[src/hw/rtl/lps_pkg.sv]
// ----------------------------------------------------------------------------
// lps_pkg
// Shared constants and types for the line pixel stepper.
// ----------------------------------------------------------------------------
package lps_pkg;

  localparam int COORD_BITS_DEF = 12;
  localparam int COLOR_BITS     = 32;
  localparam int QUEUE_DEPTH    = 2;

  // Request codes on req_type
  localparam logic REQ_START   = 1'b0;
  localparam logic REQ_ADVANCE = 1'b1;

  // Command flags handed from the front end to the stepping engine
  typedef struct packed {
    logic is_start;
    logic swapped;
    logic down;
  } lps_flags_t;

endpackage

[src/hw/rtl/lps_front.sv]
// ----------------------------------------------------------------------------
// lps_front
// Input stage: takes requests, classifies steep lines, orders the endpoints
// along the major axis and forms span and error increment for the engine.
// ----------------------------------------------------------------------------
module lps_front #(
  parameter int COORD_BITS = lps_pkg::COORD_BITS_DEF
) (
  input  logic                          clk,
  input  logic                          rst,
  input  logic                          in_valid,
  output logic                          in_stall,
  input  logic                          req_type,
  input  logic [COORD_BITS-1:0]         x_start,
  input  logic [COORD_BITS-1:0]         y_start,
  input  logic [COORD_BITS-1:0]         x_end,
  input  logic [COORD_BITS-1:0]         y_end,
  input  logic [lps_pkg::COLOR_BITS-1:0] pen_color,
  output logic                          push,
  input  logic                          queue_full,
  output lps_pkg::lps_flags_t           push_flags,
  output logic [5*COORD_BITS+lps_pkg::COLOR_BITS:0] push_data
);

  localparam int W = COORD_BITS;

  logic                          s1_valid;
  logic                          s1_start;
  logic                          s1_steep;
  logic [W-1:0]                  s1_ax, s1_ay, s1_bx, s1_by;
  logic [lps_pkg::COLOR_BITS-1:0] s1_color;

  // steepness from the raw endpoints; both differences in parallel
  logic [W:0]   dx_fw, dy_fw;
  logic [W-1:0] dx_bw, dy_bw, adx, ady;
  logic         steep;

  assign dx_fw = {1'b0, x_end} - {1'b0, x_start};
  assign dx_bw = x_start - x_end;
  assign dy_fw = {1'b0, y_end} - {1'b0, y_start};
  assign dy_bw = y_start - y_end;
  assign adx   = dx_fw[W] ? dx_bw : dx_fw[W-1:0];
  assign ady   = dy_fw[W] ? dy_bw : dy_fw[W-1:0];
  assign steep = adx < ady;

  logic accept;
  assign in_stall = s1_valid && queue_full;
  assign accept   = in_valid && !in_stall;
  assign push     = s1_valid;

  always_ff @(posedge clk) begin
    if (rst) begin
      s1_valid <= 1'b0;
    end else if (accept) begin
      s1_valid <= 1'b1;
    end else if (!queue_full) begin
      s1_valid <= 1'b0;
    end
  end

  always_ff @(posedge clk) begin
    if (accept) begin
      s1_start <= (req_type == lps_pkg::REQ_START);
      s1_steep <= steep;
      s1_ax    <= x_start;
      s1_ay    <= y_start;
      s1_bx    <= x_end;
      s1_by    <= y_end;
      s1_color <= pen_color;
    end
  end

  // axis swap and left-to-right ordering
  logic [W-1:0] mj0, mj1, mn0, mn1;
  logic [W:0]   dmaj;
  logic         flip;
  logic [W-1:0] maj_pos, maj_stop, mn_pos, mn_end, span, adm;
  logic [W:0]   dmin;
  logic         down;

  always_comb begin
    mj0      = s1_steep ? s1_ay : s1_ax;
    mn0      = s1_steep ? s1_ax : s1_ay;
    mj1      = s1_steep ? s1_by : s1_bx;
    mn1      = s1_steep ? s1_bx : s1_by;
    dmaj     = {1'b0, mj1} - {1'b0, mj0};
    flip     = dmaj[W];
    maj_pos  = flip ? mj1 : mj0;
    maj_stop = flip ? mj0 : mj1;
    mn_pos   = flip ? mn1 : mn0;
    mn_end   = flip ? mn0 : mn1;
    span     = flip ? (mj0 - mj1) : dmaj[W-1:0];
    dmin     = {1'b0, mn_end} - {1'b0, mn_pos};
    down     = dmin[W];
    adm      = down ? (mn_pos - mn_end) : dmin[W-1:0];
  end

  assign push_flags.is_start = s1_start;
  assign push_flags.swapped  = s1_steep;
  assign push_flags.down     = down;
  assign push_data = {maj_pos, maj_stop, mn_pos, span, adm, 1'b0, s1_color};

endmodule

[src/hw/rtl/lps_queue.sv]
// ----------------------------------------------------------------------------
// lps_queue
// Short register FIFO between the front end and the stepping engine.
// ----------------------------------------------------------------------------
module lps_queue #(
  parameter int DATA_BITS = 8,
  parameter int DEPTH     = lps_pkg::QUEUE_DEPTH
) (
  input  logic                 clk,
  input  logic                 rst,
  input  logic                 push,
  input  logic [DATA_BITS-1:0] wr_data,
  output logic                 full,
  input  logic                 pop,
  output logic [DATA_BITS-1:0] rd_data,
  output logic                 empty
);

  localparam int PTR_BITS = (DEPTH > 1) ? $clog2(DEPTH) : 1;
  localparam int CNT_BITS = $clog2(DEPTH + 1);

  logic [DATA_BITS-1:0] mem [DEPTH];
  logic [PTR_BITS-1:0]  wr_ptr, rd_ptr;
  logic [CNT_BITS-1:0]  count;
  logic                 do_push, do_pop;

  assign full    = (count == CNT_BITS'(DEPTH));
  assign empty   = (count == '0);
  assign do_push = push && !full;
  assign do_pop  = pop && !empty;
  assign rd_data = mem[rd_ptr];

  always_ff @(posedge clk) begin
    if (rst) begin
      wr_ptr <= '0;
      rd_ptr <= '0;
      count  <= '0;
    end else begin
      if (do_push) begin
        wr_ptr <= (wr_ptr == PTR_BITS'(DEPTH - 1)) ? '0 : wr_ptr + 1'b1;
      end
      if (do_pop) begin
        rd_ptr <= (rd_ptr == PTR_BITS'(DEPTH - 1)) ? '0 : rd_ptr + 1'b1;
      end
      if (do_push && !do_pop) begin
        count <= count + 1'b1;
      end else if (do_pop && !do_push) begin
        count <= count - 1'b1;
      end
    end
  end

  always_ff @(posedge clk) begin
    if (do_push) begin
      mem[wr_ptr] <= wr_data;
    end
  end

endmodule

[src/hw/rtl/lps_back.sv]
// ----------------------------------------------------------------------------
// lps_back
// Stepping engine: holds the line state, runs one Bresenham step per advance
// command while a line is active and drives the registered pixel output.
// ----------------------------------------------------------------------------
module lps_back #(
  parameter int COORD_BITS = lps_pkg::COORD_BITS_DEF
) (
  input  logic                                      clk,
  input  logic                                      rst,
  input  logic                                      q_empty,
  input  lps_pkg::lps_flags_t                       q_flags,
  input  logic [5*COORD_BITS+lps_pkg::COLOR_BITS:0] q_data,
  output logic                                      pop,
  output logic                                      out_valid,
  input  logic                                      out_stall,
  output logic [COORD_BITS-1:0]                     pixel_x,
  output logic [COORD_BITS-1:0]                     pixel_y,
  output logic [lps_pkg::COLOR_BITS-1:0]            pixel_color,
  output logic                                      last_pixel
);

  localparam int W  = COORD_BITS;
  localparam int CB = lps_pkg::COLOR_BITS;
  localparam int EW = W + 3;

  // command fields
  logic [W-1:0]  c_major, c_stop, c_minor, c_span;
  logic [W:0]    c_incr;
  logic [CB-1:0] c_color;

  assign c_color = q_data[CB-1:0];
  assign c_incr  = q_data[CB+W:CB];
  assign c_span  = q_data[CB+2*W:CB+W+1];
  assign c_minor = q_data[CB+3*W:CB+2*W+1];
  assign c_stop  = q_data[CB+4*W:CB+3*W+1];
  assign c_major = q_data[CB+5*W:CB+4*W+1];

  // line state
  logic                 line_active, line_active_next;
  logic                 axes_swapped, axes_swapped_next;
  logic                 minor_goes_down, minor_goes_down_next;
  logic [W-1:0]         major_pos, major_pos_next;
  logic [W-1:0]         major_stop, major_stop_next;
  logic [W-1:0]         minor_pos, minor_pos_next;
  logic [W-1:0]         major_span, major_span_next;
  logic [W:0]           err_incr, err_incr_next;
  logic signed [EW-1:0] err_acc, err_acc_next;
  logic [CB-1:0]        held_color, held_color_next;

  // output staging
  logic          out_load;
  logic [W-1:0]  px_next, py_next;
  logic          last_next;

  // step datapath
  logic signed [EW-1:0] err_sum, err_sub;
  logic                 take;
  logic [W-1:0]         major_inc, minor_step, minor_adv;

  assign err_sum    = err_acc + $signed({2'b00, err_incr});
  assign err_sub    = err_acc + $signed({2'b00, err_incr}) - $signed({2'b00, major_span, 1'b0});
  assign take       = err_sum > $signed({3'b000, major_span});
  assign major_inc  = major_pos + 1'b1;
  assign minor_step = minor_goes_down ? (minor_pos - 1'b1) : (minor_pos + 1'b1);
  assign minor_adv  = take ? minor_step : minor_pos;

  assign pop = !q_empty && (!out_valid || !out_stall);

  always_comb begin
    line_active_next     = line_active;
    axes_swapped_next    = axes_swapped;
    minor_goes_down_next = minor_goes_down;
    major_pos_next       = major_pos;
    major_stop_next      = major_stop;
    minor_pos_next       = minor_pos;
    major_span_next      = major_span;
    err_incr_next        = err_incr;
    err_acc_next         = err_acc;
    held_color_next      = held_color;
    out_load             = 1'b0;
    last_next            = 1'b0;
    px_next              = major_inc;
    py_next              = minor_adv;
    if (pop) begin
      if (q_flags.is_start) begin
        axes_swapped_next    = q_flags.swapped;
        minor_goes_down_next = q_flags.down;
        major_pos_next       = c_major;
        major_stop_next      = c_stop;
        minor_pos_next       = c_minor;
        major_span_next      = c_span;
        err_incr_next        = c_incr;
        err_acc_next         = '0;
        held_color_next      = c_color;
        last_next            = (c_major == c_stop);
        line_active_next     = !last_next;
        out_load             = 1'b1;
        px_next              = q_flags.swapped ? c_minor : c_major;
        py_next              = q_flags.swapped ? c_major : c_minor;
      end else if (line_active) begin
        major_pos_next   = major_inc;
        minor_pos_next   = minor_adv;
        err_acc_next     = take ? err_sub : err_sum;
        last_next        = (major_inc == major_stop);
        line_active_next = !last_next;
        out_load         = 1'b1;
        px_next          = axes_swapped ? minor_adv : major_inc;
        py_next          = axes_swapped ? major_inc : minor_adv;
      end
    end
  end

  always_ff @(posedge clk) begin
    if (rst) begin
      line_active <= 1'b0;
      out_valid   <= 1'b0;
    end else begin
      line_active <= line_active_next;
      if (pop) begin
        out_valid <= out_load;
      end else if (!out_stall) begin
        out_valid <= 1'b0;
      end
    end
  end

  always_ff @(posedge clk) begin
    axes_swapped    <= axes_swapped_next;
    minor_goes_down <= minor_goes_down_next;
    major_pos       <= major_pos_next;
    major_stop      <= major_stop_next;
    minor_pos       <= minor_pos_next;
    major_span      <= major_span_next;
    err_incr        <= err_incr_next;
    err_acc         <= err_acc_next;
    held_color      <= held_color_next;
    if (out_load) begin
      pixel_x     <= px_next;
      pixel_y     <= py_next;
      pixel_color <= held_color_next;
      last_pixel  <= last_next;
    end
  end

endmodule

[src/hw/rtl/line_pixel_stepper_unit.sv]
// Path: a request is registered in the input stage, written to the queue, then
// stepped by the engine into the output register, from which it can transfer.
// Throughput: one request per cycle while in_stall is low; each step is one add,
// compare and subtract in the engine, so a pixel leaves every cycle the output is free.
// Reset (rst, synchronous): empties the input stage, the queue and the output
// register and leaves the engine idle.
// ----------------------------------------------------------------------------
// line_pixel_stepper_unit
// Bresenham line engine: front end decodes start/advance requests, a short
// queue decouples it from the stepping engine that emits pixels.
// ----------------------------------------------------------------------------
module line_pixel_stepper_unit #(
  parameter int COORD_BITS = lps_pkg::COORD_BITS_DEF
) (
  input  logic                           clk,
  input  logic                           rst,
  input  logic                           in_valid,
  output logic                           in_stall,
  input  logic                           req_type,
  input  logic [COORD_BITS-1:0]          x_start,
  input  logic [COORD_BITS-1:0]          y_start,
  input  logic [COORD_BITS-1:0]          x_end,
  input  logic [COORD_BITS-1:0]          y_end,
  input  logic [lps_pkg::COLOR_BITS-1:0] pen_color,
  output logic                           out_valid,
  input  logic                           out_stall,
  output logic [COORD_BITS-1:0]          pixel_x,
  output logic [COORD_BITS-1:0]          pixel_y,
  output logic [lps_pkg::COLOR_BITS-1:0] pixel_color,
  output logic                           last_pixel
);

  localparam int DATA_BITS = 5 * COORD_BITS + lps_pkg::COLOR_BITS + 1;
  localparam int FLAG_BITS = $bits(lps_pkg::lps_flags_t);
  localparam int WORD_BITS = DATA_BITS + FLAG_BITS;

  logic                  push, queue_full, queue_empty, pop;
  lps_pkg::lps_flags_t   push_flags, q_flags;
  logic [DATA_BITS-1:0]  push_data, q_data;
  logic [WORD_BITS-1:0]  q_word;

  lps_front #(
    .COORD_BITS(COORD_BITS)
  ) u_front (
    .clk       (clk),
    .rst       (rst),
    .in_valid  (in_valid),
    .in_stall  (in_stall),
    .req_type  (req_type),
    .x_start   (x_start),
    .y_start   (y_start),
    .x_end     (x_end),
    .y_end     (y_end),
    .pen_color (pen_color),
    .push      (push),
    .queue_full(queue_full),
    .push_flags(push_flags),
    .push_data (push_data)
  );

  lps_queue #(
    .DATA_BITS(WORD_BITS),
    .DEPTH    (lps_pkg::QUEUE_DEPTH)
  ) u_queue (
    .clk    (clk),
    .rst    (rst),
    .push   (push),
    .wr_data({push_flags, push_data}),
    .full   (queue_full),
    .pop    (pop),
    .rd_data(q_word),
    .empty  (queue_empty)
  );

  assign q_flags = q_word[WORD_BITS-1 -: FLAG_BITS];
  assign q_data  = q_word[DATA_BITS-1:0];

  lps_back #(
    .COORD_BITS(COORD_BITS)
  ) u_back (
    .clk        (clk),
    .rst        (rst),
    .q_empty    (queue_empty),
    .q_flags    (q_flags),
    .q_data     (q_data),
    .pop        (pop),
    .out_valid  (out_valid),
    .out_stall  (out_stall),
    .pixel_x    (pixel_x),
    .pixel_y    (pixel_y),
    .pixel_color(pixel_color),
    .last_pixel (last_pixel)
  );

endmodule

[config.mk]
export PLATFORM = sky130hd
export DESIGN_NAME = line_pixel_stepper_unit
export DESIGN_NICKNAME = d
export VERILOG_FILES = /design/src/hw/rtl/lps_pkg.sv /design/src/hw/rtl/lps_front.sv /design/src/hw/rtl/lps_queue.sv /design/src/hw/rtl/lps_back.sv /design/src/hw/rtl/line_pixel_stepper_unit.sv
export SDC_FILE = /design/constraint.sdc
export NUM_CORES = 1
export LEC_CHECK = 0
export BUFFER_PORTS_ARGS = -buffer_cell sky130_fd_sc_hd__buf_2
export CORE_MARGIN = 2
export CORE_UTILIZATION = 45
export CTS_CLUSTER_DIAMETER = 50
export DETAILED_ROUTE_END_ITERATION = 6
export GPL_TIMING_DRIVEN = 0
export SYNTH_ARGS = -nofsm -noshare
export SYNTH_HDL_FRONTEND = slang
export SYNTH_SLANG_ARGS = --single-unit
[constraint.sdc]
create_clock -name clk -period 16.75 [get_ports clk]
set_input_delay 1.675 -clock clk [delete_from_list [all_inputs] [get_ports clk]]
set_output_delay 1.675 -clock clk [all_outputs]
set_load 0.01 [all_outputs]
==> results of run 1 <==
-- through the flow --
| stage | worst slack (ns) | utilization, % |
|---|---|---|
| after floorplan | 9.93 | - |
| after global placement | 7.06 | 48.7 |
| after detailed placement | 8.10 | 49.2 |
| after CTS | 8.11 | 52.6 |
| after global routing | 7.53 | 52.6 |
| final | 8.21 | 52.6 |
-- cells in the mapped netlist, types with 3 or more instances --
cell / instances / area [um2]
nand2b_1: 17 / 106
and3_1: 5 / 31.3
inv_1: 148 / 556
o21bai_1: 10 / 75.1
mux2i_1: 162 / 1620
nor3_1: 7 / 35.0
dfxtp_1: 40 / 801
a221oi_1: 3 / 26.3
nand3_1: 21 / 105
a21oi_1: 131 / 656
xnor2_1: 67 / 587
o22ai_1: 17 / 106
a22oi_1: 5 / 37.5
nand4_1: 5 / 31.3
a41oi_1: 4 / 35.0
a222oi_1: 5 / 50.1
buf_2: 10 / 50.1
nor2_1: 75 / 282
a21o_1: 42 / 315
buf_4: 5 / 37.5
buf_1: 16 / 60.1
a21boi_1: 3 / 22.5
nor4_1: 8 / 50.1
and4_1: 4 / 35.0
o21ai_0: 67 / 335
o21ai_1: 19 / 95.1
edfxtp_1: 405 / 12200
nand2_1: 92 / 345
ha_1: 150 / 1880
and2_1: 3 / 18.8
mux2_2: 52 / 586
a31oi_1: 4 / 25.0
o211ai_1: 9 / 67.6
nor2b_1: 41 / 257
o21a_1: 9 / 67.6
mux4_2: 24 / 541
or3_1: 5 / 31.3
xor2_1: 38 / 333
fa_1: 11 / 220
a211oi_1: 40 / 300
clkbuf_1: 33 / 124
-- per-layer routing --
metal	routed length [um]	vias to the layer above	global-route usage, %
met5	0	-	0
met4	1950	0	7.75
met3	2130	103	2.89
met2	28400	373	37.3
met1	25000	7506	27.8
li1	-	7278	-
-- cell type report --
class                   count  area (um2)
fillers                  4369       24400
flip-flops and latches    445       13000
multi-input cells        1190        9700
clock buffers              66        1410
repair buffers            152         926
well taps                 680         851
inverters                 151         568
clock inverters            32         357
plain buffers              64         272
-- final timing paths --
kind,start,to,slack (ns)
min,u_front.s1_color[9]$_DFFE_PP_,u_queue.mem[0][9]$_DFFE_PP_,0.44
max,u_front.s1_steep$_DFFE_PP_,u_queue.mem[0][43]$_DFFE_PP_,8.21
min reg2reg,u_front.s1_color[9]$_DFFE_PP_,u_queue.mem[0][9]$_DFFE_PP_,0.44
max reg2reg,u_front.s1_steep$_DFFE_PP_,u_queue.mem[0][43]$_DFFE_PP_,8.21
-- worst max-delay path, stage by stage, from the launching register on --
cell and delay [ns]:
edfxtp_1 0.61, buf_1 0.62, buf_1 0.64, mux2i_1 0.61
inv_1 0.17, fa_1 0.47, nand2b_1 0.17, a21oi_1 0.16
o31a_1 0.18, a2bb2oi_2 0.46, buf_4 0.33, buf_2 0.33
buf_2 0.34, mux4_2 0.41, inv_1 0.09, ha_1 0.30
a21o_1 0.19, a21oi_1 0.18, a21oi_1 0.10, o32ai_2 0.69
buf_2 0.43, o211ai_1 0.20, a21oi_1 0.18, o21ai_1 0.09
a21oi_1 0.16, xor2_1 0.26
-- registers in the layout, summed over array words and instances, names as in the netlist, 14 cells and up, named ones only --
signal,flops
u_back.err_acc,14
u_back.held_color,32
u_back.pixel_color,32
u_front.s1_color,32
u_queue.mem,190
-- power by group through the flow --
stage | registers (W) | logic (W) | clock network (W)
detailed placement | 0.00184 | 0.00287 | 0
global route | 0.00185 | 0.00319 | 0.00120
floorplan | 0.00186 | 0.00204 | 0
global placement | 0.00187 | 0.00278 | 0
CTS | 0.00182 | 0.00288 | 0.00115
finish | 0.00182 | 0.00288 | 0.00113
-- cell families (layout without fill, tap and decap cells) --
| group | Yosys count | count (layout) | share of synthesized area (%) |
|---|---|---|---|
| xor gates and xnor gates | 105 | 105 | 3.92 |
| muxes | 243 | 243 | 12.0 |
| AOI/OAI and AO/OA | 394 | 394 | 10.5 |
| adders and majority gates | 161 | 161 | 8.93 |
| and+or+nand+nor | 287 | 287 | 5.78 |
| buffers and inverters | 215 | 465 | 3.57 |
| DFF | 445 | 445 | 55.2 |
==> flow_summary.yaml, run 1 <==
run_status:
  outcome: "complete, no violations"
drt:
  dr.pass1.iters: 5
  viasPerCell: 5.49
  via_count: 15260
  antenna_left: 0
  first_iter_violations: 877
  wl_per_cell_um: 20.7
  wl_mm: 57.5
  drc_errors: 0
cells_and_area:
  layout-drive-gt1-share_pct: 16.3
  final_nets: 2303
  layout_common_cells: "edfxtp_1 (405), mux2i_1 (162), buf_2 (152), ha_1 (150), inv_1 (148)"
  num_antenna_cells: 0
  stdcell_count: 2780
  mostFrequentLayoutCell: "edfxtp_1"
  syn2layout_area_growth_pct: 15.2
  final_area_mm2: 0.0270
die:
  io_pins: 144
  dieHeight_um: 232
  core-area_mm2: 0.0514
  die_area_mm2: 0.0540
  rows: 83
  die_w_um: 232
  start_util_pct: 45.7
setup_path:
  cp_max_fo: 11
  arrival_ns: 8.96
  worst-endpoint-required_ns: 17.17
  start_kind: "flop"
  worstSetupPathType: "flop to flop"
  end_kind: "flop"
  rr_worst_depth: 25
timing:
  finalSetupViolations: 0
  relSlewSlack_pct: 28.7
  hold_violations: 0
  worst_pin_slew_ns: 1.06
  finalCritPeriodShare_pct: 51.0
  slew_violations: 0
  fmax_mhz: 117
  skew_ns: 0.0412
  fin_crit_ns: 8.54
  rsz0062_at_grt: "false"
  tns_ns: 0
  whs_ns: 0.437
clocking:
  post_cts_resized: 0
  cts_max_level: 2
  clkLatencyLatePin_ns: 0.62
  root_buffer: "clkbuf_16"
  cts_buffer_depth: 3
  cts.sinks: 445
  post_cts_buffers: 0
  cts_hold_buf: 0
  cts_made_buffers: 53
  cts.clk_slew.worst_paths_ns: 0.06
  cts_tree: "built"
pwr:
  sw_frac_of_total_pct: 39.7
  netSwitchingPower_w: 0.00231
  p_int_w: 0.00352
  cellLeakagePower_nw: 10.7
  p_clk_share_pct: 19.4
  ir_worst_vdd_mv: 0.135
  total_power_w: 0.00583
  p_seq_share_pct: 31.3
  cellPowerDensity_mw_per_mm2: 216
  pwr-share-comb_pct: 49.3
synth:
  synth_seq_cells: 445
  synth_warnings: 0
  synth_cells: 1850
  post_synth.cell_area_avg_um2: 12.7
  ys_seq_area_share_pct: 55.2
  synth.distinct_cells: 70
  synthArstFlopShare_pct: 0
  syn-cell-area_mm2: 0.0235
  synth_ff_type: "edfxtp_1"
  synth_nets: 2096
  synth_edf_count: 405
global_routing:
  grt_pass1_wl_mm: 88.7
  track_usage_pct: 21.6
  overflow: 0
  grt_max_degree: 55
  grt_antenna_before_repair: 0
  first_global_vias: 15647
place:
  place_congestion: 0.918
  hpwlAfterDp_mm: 43.3
  dpl_cell_area_mm2: 0.0253
  io_buffers: 142
  placed_cells: 2682
hold_path:
  hp-class: "flop to flop"
  hold_depth: 0
flow_run:
  maxCapViolations: 0
Power figures use the tool's default switching activity.
==> run 2, diff against run 1 <==
Clock period 16.75 ns to 7.4 ns, I/O delays scaled along.
==> flow_summary.yaml, run 2 (same netlist as run 1, synthesis figures left out) <==
cells_and_area:
  final_area_mm2: 0.0271
  regMostFlops: "u_queue.mem"
  largest_reg_flops: 190
  num_antenna_cells: 0
  layout-drive-gt1-share_pct: 17.0
  syn2layout_area_growth_pct: 15.7
  final_nets: 2309
  layout_common_cells: "edfxtp_1 (405), mux2i_1 (156), buf_2 (152), ha_1 (150), inv_1 (148)"
  mostFrequentLayoutCell: "edfxtp_1"
timing:
  setup_slack_ns: 0.534
  finalSetupViolations: 0
  relSlewSlack_pct: 27.2
  worst_pin_slew_ns: 1.08
  hold_violations: 0
  finalCritPeriodShare_pct: 92.8
  fmax_mhz: 146
  slew_violations: 0
  fin_crit_ns: 6.87
  rsz0062_at_grt: "false"
  tns_ns: 0
  skew_ns: 0.0414
pwr:
  cellLeakagePower_nw: 10.7
  total_power_w: 0.0133
  cellPowerDensity_mw_per_mm2: 490
  ir_worst_vdd_mv: 0.306
run_status:
  outcome: "complete, no violations"
drt:
  wl_mm: 57.6
  antenna_left: 0
  first_iter_violations: 908
  wl_per_cell_um: 20.7
  dr.pass1.iters: 5
  viasPerCell: 5.48
  drc_errors: 0
  via_count: 15261
die:
  start_util_pct: 45.7
  rows: 83
  die_area_mm2: 0.0540
  core-area_mm2: 0.0514
  io_pins: 144
  dieHeight_um: 232
  die_w_um: 232
setup_path:
  rrSetupSlack_ns: 0.53
  rr_worst_depth: 26
  arrival_ns: 7.22
  worstSetupPathType: "flop to flop"
  cp_max_fo: 10
  end_kind: "flop"
  worst-endpoint-required_ns: 7.75
  start_kind: "flop"
place:
  place_congestion: 0.918
  place_ws_ns: -1.25
  hpwlAfterDp_mm: 43.3
  dpl_cell_area_mm2: 0.0253
  io_buffers: 142
global_routing:
  overflow: 0
  track_usage_pct: 21.6
  grt_max_degree: 55
  first_global_vias: 15656
  grt_pass1_wl_mm: 88.8
  grt_antenna_before_repair: 0
clocking:
  cts_made_buffers: 53
  root_buffer: "clkbuf_16"
  cts_buffer_depth: 3
  cts_max_level: 2
  clkLatencyLatePin_ns: 0.62
  cts.clk_slew.worst_paths_ns: 0.06
  cts_tree: "built"
  cts.sinks: 445
  cts_hold_buf: 0
flow_run:
  maxCapViolations: 0
hold_path:
  hold_depth: 1
  hp-class: "primary input to flop"
-- run 2: cell count changes in the layout (fill, tap and decap cells not counted), moves of 3 or more --
cell / delta
buf_4: +8
mux2i_1: -6
buf_1: -3
mux2i_2: +5
-- run 2: power by group --
group	leakage, nW	total [W]	switching, W	internal (W)
clock network	0.855	0.00256	0.00105	0.00151
registers	4.12	0.00412	0.000238	0.00389
logic	5.78	0.00661	0.00398	0.00263
-- run 2: timing repair --
action                                  CTS  global route
gates resized for setup                   8             7
pin swaps                                 0             1
endpoints found under the setup margin   24             6
buffers inserted                          0             6
-- run 2: layout make-up --
cell class | count | area (um2)
fill | 4353 | 24300
sequential | 445 | 13000
multi-input combinational | 1190 | 9750
clock buffer | 66 | 1410
timing repair buffer | 158 | 971
tap | 680 | 851
inverter | 151 | 568
clock inverter | 32 | 357
buffer | 64 | 283
-- run 2: metrics by stage --
stage / hold slack, ns / utilization (%) / cells
4_1_cts: 0.256 / 52.7 / 2780
3_3_place_gp: 0.423 / 48.7 / 2672
3_5_place_dp: 0.430 / 49.2 / 2682
2_1_floorplan: 0.421 / - / 1850
5_1_grt: 0.266 / 52.8 / 2786
6_report: 0.290 / 52.8 / 2786
-- run 2: worst paths after layout --
| kind | end | startpoint |
|---|---|---|
| setup / recovery | u_queue.mem[1][42]$_DFFE_PP_ | u_front.s1_steep$_DFFE_PP_ |
| hold / removal | u_front.s1_color[3]$_DFFE_PP_ | pen_color[3] |
| setup reg to reg | u_queue.mem[1][42]$_DFFE_PP_ | u_front.s1_steep$_DFFE_PP_ |
| hold reg to reg | u_queue.mem[0][9]$_DFFE_PP_ | u_front.s1_color[9]$_DFFE_PP_ |
-- run 2: layer usage --
layer | part of all wire [%] | wire (um) | global-route usage, % | vias up
li1 | - | - | - | 7295
met1 | 44 | 25300 | 27.8 | 7539
met2 | 49 | 28500 | 37.3 | 322
met3 | 3.3 | 1910 | 2.89 | 105
met4 | 3.3 | 1930 | 7.75 | 0
met5 | 0 | 0 | 0 | -
-- run 2: critical path, cell delays in order (launching register included) --
cell	delay, ns
edfxtp_1	0.47
buf_4	0.28
clkbuf_4	0.31
mux2i_4	0.37
inv_1	0.13
fa_1	0.45
nand2b_1	0.17
a21oi_1	0.15
o31a_1	0.21
a2bb2oi_4	0.32
buf_4	0.29
buf_2	0.33
buf_2	0.34
mux4_2	0.41
inv_1	0.09
ha_1	0.30
a21o_1	0.19
a21oi_1	0.18
a21oi_1	0.12
o32ai_4	0.34
buf_4	0.20
mux2i_1	0.27
o221ai_1	0.23
nand2_1	0.12
nand3_1	0.07
a21boi_1	0.17
xnor2_1	0.09
==> run 3, diff against run 2 <==
Settings changed: CAP_MARGIN set to 25, CORE_MARGIN 2 to unset, CORE_UTILIZATION 45 to 41.
==> flow_summary.yaml, run 3 (same netlist as run 1, synthesis figures left out) <==
timing:
  hold_violations: 0
  setup_slack_ns: 0.457
  finalSetupViolations: 0
  finalCritPeriodShare_pct: 93.8
  whs_ns: 0.306
  tns_ns: 0
  skew_ns: 0.0259
  worst_pin_slew_ns: 0.958
  relSlewSlack_pct: 36.0
  fin_crit_ns: 6.94
  fmax_mhz: 144
  rsz0062_at_grt: "false"
  slew_violations: 0
die:
  die_area_mm2: 0.0582
  core-area_mm2: 0.0565
  rows: 87
  die_w_um: 241
  start_util_pct: 41.5
  io_pins: 144
  dieHeight_um: 241
clocking:
  cts_tree: "built"
  clkLatencyLatePin_ns: 0.61
  cts_made_buffers: 54
  root_buffer: "clkbuf_16"
  cts_buffer_depth: 3
  cts_max_level: 2
  cts.clk_slew.worst_paths_ns: 0.06
  cts.sinks: 445
  cts_hold_buf: 0
hold_path:
  hold_depth: 1
  hp-class: "primary input to flop"
global_routing:
  grt_pass1_wl_mm: 85.9
  overflow: 0
  track_usage_pct: 19.5
  grt_antenna_before_repair: 0
  grt_max_degree: 52
  first_global_vias: 15080
drt:
  first_iter_violations: 1031
  antenna_left: 0
  dr.pass1.iters: 5
  wl_mm: 56.6
  via_count: 15151
  drc_errors: 0
  wl_per_cell_um: 19.8
  viasPerCell: 5.30
setup_path:
  start_kind: "flop"
  cp_max_fo: 10
  end_kind: "flop"
  rr_worst_depth: 26
  crit_path_frequent_cell: "buf_2"
  worst-endpoint-required_ns: 7.74
  cp.depth: 26
  cpMaxStageDelayCell: "edfxtp_1"
  slowest_delay_ns: 0.47
  worstSetupPathType: "flop to flop"
  arrival_ns: 7.28
  crit_family: "buffers and inverters"
  rrSetupSlack_ns: 0.46
  cp_num_buf_inv: 8
pwr:
  cellPowerDensity_mw_per_mm2: 492
  cellLeakagePower_nw: 10.8
  p_int_w: 0.00818
  netSwitchingPower_w: 0.00528
  p_clk_share_pct: 20.3
  pwr-share-comb_pct: 49.1
  p_seq_share_pct: 30.6
  sw_frac_of_total_pct: 39.2
  ir_worst_vdd_mv: 0.259
cells_and_area:
  fin_util_pct: 48.4
  layout-drive-gt1-share_pct: 17.3
  regMostFlops: "u_queue.mem"
  syn2layout_area_growth_pct: 16.6
  mostFrequentLayoutCell: "edfxtp_1"
  fillCellCount: 5019
  layout_common_cells: "edfxtp_1 (405), mux2i_1 (156), buf_2 (152), ha_1 (150), inv_1 (148)"
  largest_reg_flops: 190
  final_nets: 2308
place:
  place_ws_ns: -1.36
  hpwlAfterDp_mm: 42.9
  io_buffers: 142
  place_congestion: 0.923
run_status:
  outcome: "complete, no violations"
flow_run:
  maxCapViolations: 0
## run 3: changes by cell type in the layout (fill, tap and decap cells not counted), moves of 3 or more
cell	delta
buf_12	-3
buf_4	-3
clkbuf_1	-3
clkbuf_8	+3
clkinv_1	-6
clkinv_2	-4
clkinv_8	+4
## run 3: cell type report
class	count	area [um2]	share of cell area [%]
Tap cell	756	946	3.46
Clock inverter	30	405	1.48
Sequential cell	445	13000	47.4
Clock buffer	68	1490	5.43
Multi-Input combinational cell	1190	9750	35.6
Antenna cell	1	2.50	0.00914
Timing Repair Buffer	156	958	3.50
Inverter	151	568	2.08
Buffer	64	283	1.03
## run 3: final timing paths
kind	startpoint	to
worst max-delay path	u_front.s1_steep$_DFFE_PP_	u_queue.mem[1][42]$_DFFE_PP_
worst min-delay path	pen_color[30]	u_front.s1_color[30]$_DFFE_PP_
worst max register to register	u_front.s1_steep$_DFFE_PP_	u_queue.mem[1][42]$_DFFE_PP_
worst min register to register	u_front.s1_color[1]$_DFFE_PP_	u_queue.mem[0][1]$_DFFE_PP_
## run 3: metal layers
layer / track usage, % / up-vias / part of all wire [%]
li1: - / 7281 / -
met1: 25.5 / 7355 / 44
met2: 32.6 / 401 / 48
met3: 2.23 / 114 / 3.8
met4: 8.82 / 0 / 3.9
met5: 0 / - / 0
## run 3: power by group through the flow
stage          Combinational, W  Sequential (W)  Clock, W
2_1_floorplan           0.00462         0.00421         0
3_3_place_gp            0.00627         0.00423         0
3_5_place_dp            0.00647         0.00417         0
4_1_cts                 0.00654         0.00412   0.00279
5_1_grt                 0.00730         0.00417   0.00288
6_report                0.00661         0.00411   0.00273
## run 3: repair_timing
item,in CTS,in global routing
gates resized for setup,7,8
pin swaps,0,1
setup buffers,1,4
setup endpoints to repair,24,8
## run 3: stage by stage
stage	cells	power, W	instance area, um2
floorplan	1850	0.00883	23500
global placement	2748	0.0105	25100
detailed placement	2757	0.0106	25400
CTS	2856	0.0135	27300
global route	2860	0.0144	27400
finish	2861	0.0135	27400
